--- src/sv/trs_pkg.sv ---
// ----------------------------------------------------------------------------
// trs_pkg
// Shared types and constants for the top-k record sorter.
// ----------------------------------------------------------------------------
`default_nettype none

package trs_pkg;

  localparam int TOP_COUNT_DEF = 10;
  localparam int QUEUE_DEPTH   = 4;
  localparam int RANK_W        = 4;

  typedef struct packed {
    logic [9:0]  score_key;
    logic [15:0] height_val;
    logic [15:0] weight_val;
    logic [7:0]  gender_code;
    logic [7:0]  division_code;
    logic        batch_end;
  } rec_in_t;

  typedef struct packed {
    logic [9:0]  key;
    logic [15:0] height;
    logic [15:0] weight;
    logic [7:0]  gender;
    logic [7:0]  division;
  } entry_t;

  typedef struct packed {
    logic [RANK_W-1:0] rank;
    logic [9:0]        out_score;
    logic [15:0]       out_height;
    logic [15:0]       out_weight;
    logic [7:0]        out_gender;
    logic [7:0]        out_division;
    logic              final_rank;
  } rec_out_t;

  typedef enum logic {
    ST_COLLECT,
    ST_EMIT
  } back_state_t;

endpackage

`default_nettype wire

--- src/sv/trs_front.sv ---
// ----------------------------------------------------------------------------
// trs_front
// Request intake: short queue that decouples the input channel from the
// insertion and emission logic.
// ----------------------------------------------------------------------------
`default_nettype none

module trs_front import trs_pkg::*; (
  input  logic    clk,
  input  logic    rst,
  input  logic    rec_valid,
  output logic    rec_stall,
  input  rec_in_t rec,
  output logic    q_valid,
  output rec_in_t q_rec,
  input  logic    q_pop
);

  localparam int PTR_W = (QUEUE_DEPTH > 1) ? $clog2(QUEUE_DEPTH) : 1;
  localparam int CNT_W = $clog2(QUEUE_DEPTH + 1);

  rec_in_t          mem [QUEUE_DEPTH];
  logic [PTR_W-1:0] wr_ptr;
  logic [PTR_W-1:0] rd_ptr;
  logic [CNT_W-1:0] fill;
  logic             push;
  logic             pop;

  function automatic logic [PTR_W-1:0] ptr_inc(input logic [PTR_W-1:0] p);
    ptr_inc = (p == PTR_W'(QUEUE_DEPTH - 1)) ? '0 : p + 1'b1;
  endfunction

  assign rec_stall = (fill == CNT_W'(QUEUE_DEPTH));
  assign q_valid   = (fill != '0);
  assign q_rec     = mem[rd_ptr];
  assign push      = rec_valid && !rec_stall;
  assign pop       = q_pop && q_valid;

  always_ff @(posedge clk) begin
    if (push) begin
      mem[wr_ptr] <= rec;
    end
  end

  always_ff @(posedge clk) begin
    if (rst) begin
      wr_ptr <= '0;
      rd_ptr <= '0;
      fill   <= '0;
    end else begin
      if (push) begin
        wr_ptr <= ptr_inc(wr_ptr);
      end
      if (pop) begin
        rd_ptr <= ptr_inc(rd_ptr);
      end
      if (push && !pop) begin
        fill <= fill + 1'b1;
      end else if (pop && !push) begin
        fill <= fill - 1'b1;
      end
    end
  end

endmodule

`default_nettype wire

--- src/sv/trs_back.sv ---
// ----------------------------------------------------------------------------
// trs_back
// Ranked store: parallel compare and shift insertion, then best-first
// emission through an output register.
// ----------------------------------------------------------------------------
`default_nettype none

module trs_back import trs_pkg::*; #(
  parameter int TOP_COUNT = TOP_COUNT_DEF
) (
  input  logic     clk,
  input  logic     rst,
  input  logic     q_valid,
  input  rec_in_t  q_rec,
  output logic     q_pop,
  output logic     rank_valid,
  input  logic     rank_stall,
  output rec_out_t ranked
);

  localparam int CNT_W = $clog2(TOP_COUNT + 1);

  entry_t              entries      [TOP_COUNT];
  entry_t              entries_next [TOP_COUNT];
  entry_t              ent_new;
  logic [TOP_COUNT-1:0] ge;
  logic [CNT_W-1:0]    held_count;
  logic [RANK_W-1:0]   rank_cnt;
  back_state_t         state;
  back_state_t         state_next;
  logic                emit_load;
  logic                last_held;
  logic                out_vld;
  rec_out_t            out_reg;

  assign ent_new = '{key:      q_rec.score_key,
                     height:   q_rec.height_val,
                     weight:   q_rec.weight_val,
                     gender:   q_rec.gender_code,
                     division: q_rec.division_code};

  assign last_held = (held_count == CNT_W'(1));

  // held entries that stay ahead of the new record
  always_comb begin
    for (int i = 0; i < TOP_COUNT; i++) begin
      ge[i] = (CNT_W'(i) < held_count) && (entries[i].key >= q_rec.score_key);
    end
  end

  always_comb begin
    state_next = state;
    case (state)
      ST_COLLECT: begin
        if (q_pop && q_rec.batch_end) begin
          state_next = ST_EMIT;
        end
      end
      ST_EMIT: begin
        if (emit_load && last_held) begin
          state_next = ST_COLLECT;
        end
      end
      default: state_next = ST_COLLECT;
    endcase
  end

  always_comb begin
    q_pop     = 1'b0;
    emit_load = 1'b0;
    case (state)
      ST_COLLECT: q_pop     = q_valid;
      ST_EMIT:    emit_load = !out_vld || !rank_stall;
      default: begin
        q_pop     = 1'b0;
        emit_load = 1'b0;
      end
    endcase
  end

  always_comb begin
    entries_next = entries;
    if (q_pop) begin
      if (!ge[0]) begin
        entries_next[0] = ent_new;
      end
      for (int i = 1; i < TOP_COUNT; i++) begin
        if (!ge[i]) begin
          entries_next[i] = ge[i-1] ? ent_new : entries[i-1];
        end
      end
    end else if (emit_load) begin
      for (int i = 0; i < TOP_COUNT - 1; i++) begin
        entries_next[i] = entries[i+1];
      end
    end
  end

  always_ff @(posedge clk) begin
    entries <= entries_next;
  end

  always_ff @(posedge clk) begin
    if (emit_load) begin
      out_reg.rank         <= rank_cnt;
      out_reg.out_score    <= entries[0].key;
      out_reg.out_height   <= entries[0].height;
      out_reg.out_weight   <= entries[0].weight;
      out_reg.out_gender   <= entries[0].gender;
      out_reg.out_division <= entries[0].division;
      out_reg.final_rank   <= last_held;
    end
  end

  always_ff @(posedge clk) begin
    if (rst) begin
      state      <= ST_COLLECT;
      held_count <= '0;
      rank_cnt   <= RANK_W'(1);
      out_vld    <= 1'b0;
    end else begin
      state <= state_next;
      if (q_pop && (held_count < CNT_W'(TOP_COUNT))) begin
        held_count <= held_count + 1'b1;
      end else if (emit_load) begin
        held_count <= held_count - 1'b1;
      end
      if (emit_load) begin
        rank_cnt <= last_held ? RANK_W'(1) : rank_cnt + 1'b1;
      end
      if (emit_load) begin
        out_vld <= 1'b1;
      end else if (!rank_stall) begin
        out_vld <= 1'b0;
      end
    end
  end

  assign rank_valid = out_vld;
  assign ranked     = out_reg;

endmodule

`default_nettype wire

--- src/sv/top_k_record_sorter.sv ---
// ----------------------------------------------------------------------------
// top_k_record_sorter
// Keeps the best TOP_COUNT records by score key, stable on equal keys, and
// emits them ranked best first on the record marked batch_end.
// ----------------------------------------------------------------------------
//  channel   handshake                payload
//  input     rec_valid / rec_stall    rec    (rec_in_t)
//  output    rank_valid / rank_stall  ranked (rec_out_t)
//
//  one record per cycle is inserted into the ranked store while collecting
//  a batch_end request starts emission of the held records through the
//  single output register; the intake queue keeps taking requests then
//  synchronous reset empties the queue and the store and drops output valid
//  output stall holds the result register and, once the queue fills, rec_stall
// ----------------------------------------------------------------------------
`default_nettype none

module top_k_record_sorter import trs_pkg::*; #(
  parameter int TOP_COUNT = TOP_COUNT_DEF
) (
  input  logic     clk,
  input  logic     rst,
  input  logic     rec_valid,
  output logic     rec_stall,
  input  rec_in_t  rec,
  output logic     rank_valid,
  input  logic     rank_stall,
  output rec_out_t ranked
);

  logic    q_valid;
  logic    q_pop;
  rec_in_t q_rec;

  trs_front u_front (
    .clk       (clk),
    .rst       (rst),
    .rec_valid (rec_valid),
    .rec_stall (rec_stall),
    .rec       (rec),
    .q_valid   (q_valid),
    .q_rec     (q_rec),
    .q_pop     (q_pop)
  );

  trs_back #(
    .TOP_COUNT (TOP_COUNT)
  ) u_back (
    .clk        (clk),
    .rst        (rst),
    .q_valid    (q_valid),
    .q_rec      (q_rec),
    .q_pop      (q_pop),
    .rank_valid (rank_valid),
    .rank_stall (rank_stall),
    .ranked     (ranked)
  );

endmodule

`default_nettype wire

--- config.mk ---
export PLATFORM = sky130hd
export DESIGN_NAME = top_k_record_sorter
export DESIGN_NICKNAME = d
export VERILOG_FILES = /design/src/sv/trs_pkg.sv /design/src/sv/trs_front.sv /design/src/sv/trs_back.sv /design/src/sv/top_k_record_sorter.sv
export SDC_FILE = /design/constraint.sdc
export NUM_CORES = 2
export LEC_CHECK = 0
export BUFFER_PORTS_ARGS = -buffer_cell sky130_fd_sc_hd__buf_4
export CAP_MARGIN = 10
export CORE_MARGIN = 2
export CORE_UTILIZATION = 45
export DETAILED_ROUTE_END_ITERATION = 7
export GPL_TIMING_DRIVEN = 0
export PLACE_DENSITY = 0.61
export SYNTH_ARGS = -nofsm -noshare
export SYNTH_HDL_FRONTEND = slang
export SYNTH_SLANG_ARGS = --single-unit
--- constraint.sdc ---
create_clock -name clk -period 10.9 [get_ports clk]
set_input_delay 1.635 -clock clk [delete_from_list [all_inputs] [get_ports clk]]
set_output_delay 1.635 -clock clk [all_outputs]
set_load 0.05 [all_outputs]
# Yosys cells after proc, flatten, opt, wreduce, memory -nomap -nowiden
# Memory sizes are Yosys's and may differ from the RTL's. A register that Yosys moved wholly into a read port is not among the register bits.
# Cells that the tools add are included.
# classes
n_mux,38
addsub,7
n_eq_ne,14
n_bitwise,2
order_cmp,21
n_reduce_logical,37
# op_table
cell,count
$mux W522,2
$mux W58,18
$ge A10 B10 Y1,10
$reduce_and A2 Y1,10
$ne A2 B2 Y1 const B,9
$logic_and A1 B1 Y1,17
$lt A3 B4 Y1 const A,4
$mux W4,3
$add A4 B1 Y4 const B,2
$lt A1 B4 Y1 const A,2
$lt A2 B4 Y1 const A,2
$lt A4 B4 Y1 const A,2
$mux W1,8
$mux W2,4
$mux W3,2
$reduce_bool A2 Y1,3
$logic_not A1 Y1,5
$add A2 B1 Y2 const B,2
$eq A2 B2 Y1 const B,2
$eq A4 B1 Y1 const B,1
$lt A4 B4 Y1 const B,1
$sub A4 B1 Y4 const B,1
$add A3 B1 Y3 const B,1
$eq A3 B3 Y1 const B,1
6 further kinds,7
# totals
inputBits,63
out_inout_bits,65
n_memories,1
register_bits,660
word_cells,184
ramBits,236
# memory_table
memory,depth,width,read_ports,rd_ports_with_merged_regs,wr,line,text
u_front.mem,4,59,1,1,1,trs_front.sv:22,rec_in_t mem [QUEUE_DEPTH];

# Longest topological paths before layout
# depth
ltp_word,7
depth_mapped,14
ltp_nobuf,9

# Cells and area by module
# From an unflattened synthesis, not the netlist that was laid out.
# unflattened
hier_cells,4066
hier_area_um2,45062.0
# modules_own_cells
module,cells_per_inst,area_each_um2,seq_area_each_um2,n_inst
trs_back,3707,36063.3,19508.7,1
trs_front,359,8998.6,7267.0,1

# Least setup slack after synthesis
# No wires, ideal clock.
# synth_timing
kind,register -> register
start,reg with a tool-made name
end,"reg u_back.entries[522] (netlist name), enable pin"
period_less_slack_ps,7558
path_buffers,4
arrival_time_ps,7004
path_stages_with_launch,13
setup_ps,554
setup_slack_ps,3342
required_ps,10346
path_cell_list,dfxtp_1 -> clkbuf_1 -> buf_2 -> mux4_2 -> inv_1 -> ha_1 -> a21oi_1 -> nand2_1 -> a221o_1 -> o2bb2ai_2 -> buf_4 -> buf_4 -> o21ai_0
# synth_rtl
item,line,text
end signal: assignment,trs_back.sv:100,entries <= entries_next;
end: declaration,trs_back.sv:23,entry_t entries [TOP_COUNT];

==> results.cfg <==
[floorplanning]
fp.dieH_um = 306
die_w_um = 306
rows = 110
start_util_pct = 45.5
die_area_um2 = 93400
core-area_um2 = 90000
pin_count = 128

[global_route]
overflow = 0
grt_usage_pct = 26.0
grt_pass1_vias = 28200
grt_pass1_wl_mm = 181
grt_max_degree = 73
antenna_found_initial = 5

[routing]
drt-total-wl_mm = 124
drt_iter0_drc = 3609
routed_via_density = 6.21
firstDrtPassIters = 8
drc = 0
routedWlPerCell_um = 27.4
final_antenna_net_count = 0
vias = 28000

[sta]
tightest_slew_ns = 1.32
drv_slew = 0
period_needed_ns = 6.59
fmax_ghz = 0.152
hold_violations = 0
grt_setup_unrepaired = false
slew_headroom_pct = 12.2
fin_crit_sh_pct = 60.5
fin_worst_skew_ns = 0.0257
setup_viol = 0

[yosys]
avgSynthCellArea_um2 = 13.6
syn_area_um2 = 40900
yosysTopAreaCell = edfxtp_1
ys.flop_type = edfxtp_1
synth_common_cells = edfxtp_1 (879), nand2_1 (407), nor2_1 (302), a221o_1 (185), mux2i_1 (177)
synthesis.nets = 3189
ys_warn_count = 0
ys_seq_area_share_pct = 65.4
ys_top_cells_by_area = edfxtp_1 (64%), a221o_1 (4.5%), mux2i_1 (4.3%)
synth-seq-cells = 898
synth_edf_count = 879
ys_types = 56
synthCells = 3015
yosysMostFrequentCell = edfxtp_1
yosys.area.top_type_share_pct = 64.5
synthArstFlopShare_pct = 0

[placement]
port_buffers = 126
dp.cells = 4339
hpwl_mm = 84.4
globalplace.congestion = 0.920

[min_path]
worstHoldStart = u_back.entries[553]$_DFFE_PP_
hold_path.class = reg2reg

[cts]
clock_sinks = 898
cts_made_buffers = 94
hold_buffers = 0
worstSkewPairLatency_ns = 0.68
htree_levels = 3
cts_tree = yes
clkTransAtPathRegs_ns = 0.06
cts_buffer_depth = 3
cts_root_buf = clkbuf_16
cts_resized = 0
postCtsSetupRepairBufs = 0

[setup_path]
cp-start-kind = flop
cp.arrival_ns = 6.94
crit_path_end_kind = flop
path_class = reg2reg
crit_fanout = 30
cp_common_cell = buf_2
required_ns = 11.25
slowest_stage = o21ai_2
slowest_delay_ns = 1.02
crit_path_cell_trace = clkbuf_1, buf_6, mux4_2, inv_1, ha_1, a21o_1, a211oi_1, o21ai_0, o21ai_2, buf_2, buf_2, nand2_1, nand2_4, buf_12

[final_layout]
layout-area-overhead-vs-synth_pct = 15.1
drive_gt1_share_pct = 15.8
fillCellCount = 7564
layout.area.seq_um2 = 26800
finalNonFillerCells = 4515
nets = 3433
multiInputGateArea_um2 = 13100
final_core_util_pct = 52.3

[job]
maxCapViolations = 0

[run_status]
outcome = completed
==> critical path: cells and delay by family (launching register included) <==
| kind | cells | cell delay [ns] |
|---|---|---|
| AOI/OAI and AO/OA | 4 | 1.68 |
| adders and majority gates | 1 | 0.35 |
| buffers and inverters | 6 | 2.61 |
| DFF | 1 | 0.30 |
| muxes | 1 | 0.67 |
| and+or+nand+nor | 2 | 0.56 |
==> through the flow <==
| step | hold WS (ns) | cell area (um^2) | worst slack, ns | TNS [ns] |
|---|---|---|---|---|
| after floorplan | 0.425 | 40900 | 3.34 | 0 |
| after global placement | 0.442 | 43300 | -2.14 | -523.38 |
| after detailed placement | 0.433 | 43900 | 4.39 | 0 |
| after CTS | 0.447 | 47100 | 4.37 | 0 |
| after global routing | 0.469 | 47100 | 4.16 | 0 |
| final | 0.445 | 47100 | 4.31 | 0 |
==> area by class of cell <==
type | instances | area share [%]
flip-flops and latches | 898 | 56.8
multi-input cells | 1873 | 27.9
clock buffers | 114 | 5.38
well taps | 1176 | 3.12
repair buffers | 148 | 3.03
plain buffers | 204 | 1.99
clock inverters | 61 | 1.39
inverters | 40 | 0.329
diodes | 1 | 0.00531
==> state kept, by name (all words and copies together) (netlist names), named ones only <==
name,flops
u_back.entries,580
u_back.held_count,4
u_back.rank_cnt,4
u_back.rank_valid,1
u_back.ranked,63
u_back.state,1
u_front.fill,3
u_front.mem,236
u_front.rd_ptr,2
u_front.wr_ptr,2
==> logic make-up after synthesis <==
logic type	Yosys count	synth area share, %
buffers and inverters	244	2.66
adders and majority gates	111	3.41
DFF	898	65.4
and+or+nand+nor	826	8.10
AOI/OAI and AO/OA	638	11.1
muxes	294	9.17
xor gates and xnor gates	4	0.0856
==> final timing paths <==
check / cells after the start / slack [ns] / end
min reg2reg: 0 / 0.45 / u_back.ranked[32]$_DFFE_PP_
max reg2reg: 14 / 4.31 / u_back.entries[445]$_DFFE_PP_
min: 0 / 0.45 / u_back.ranked[32]$_DFFE_PP_
max: 14 / 4.31 / u_back.entries[445]$_DFFE_PP_
==> per-layer routing <==
layer / wire length, um / part of all wire (%) / vias up / track usage (%)
li1: - / - / 12100 / -
met3: 12600 / 10 / 251 / 6.75
met1: 50900 / 41 / 14000 / 35.1
met4: 4680 / 3.8 / 10 / 10.3
met2: 55600 / 45 / 1597 / 40.3
met5: 65 / 0.052 / - / 0
==> cells in the final DEF, fill, tap and decap left out, types with 20 or more instances in the layout <==
cell type	netlist	layout
mux4_2	59	59
o211ai_1	105	105
nand3_1	66	66
edfxtp_1	879	879
buf_4	14	140
nor2_1	302	302
inv_1	38	38
nand2_1	407	406
clkinv_1	1	22
o21ai_1	20	20
buf_2	71	71
a21oi_1	165	165
a221o_1	185	185
clkbuf_1	108	122
clkbuf_16	0	98
mux2_2	58	58
o21ai_0	114	110
ha_1	110	110
mux2i_1	177	177
Power is not shown: default switching activity piles up to over one toggle a cycle in this logic, so the estimate is an artifact.
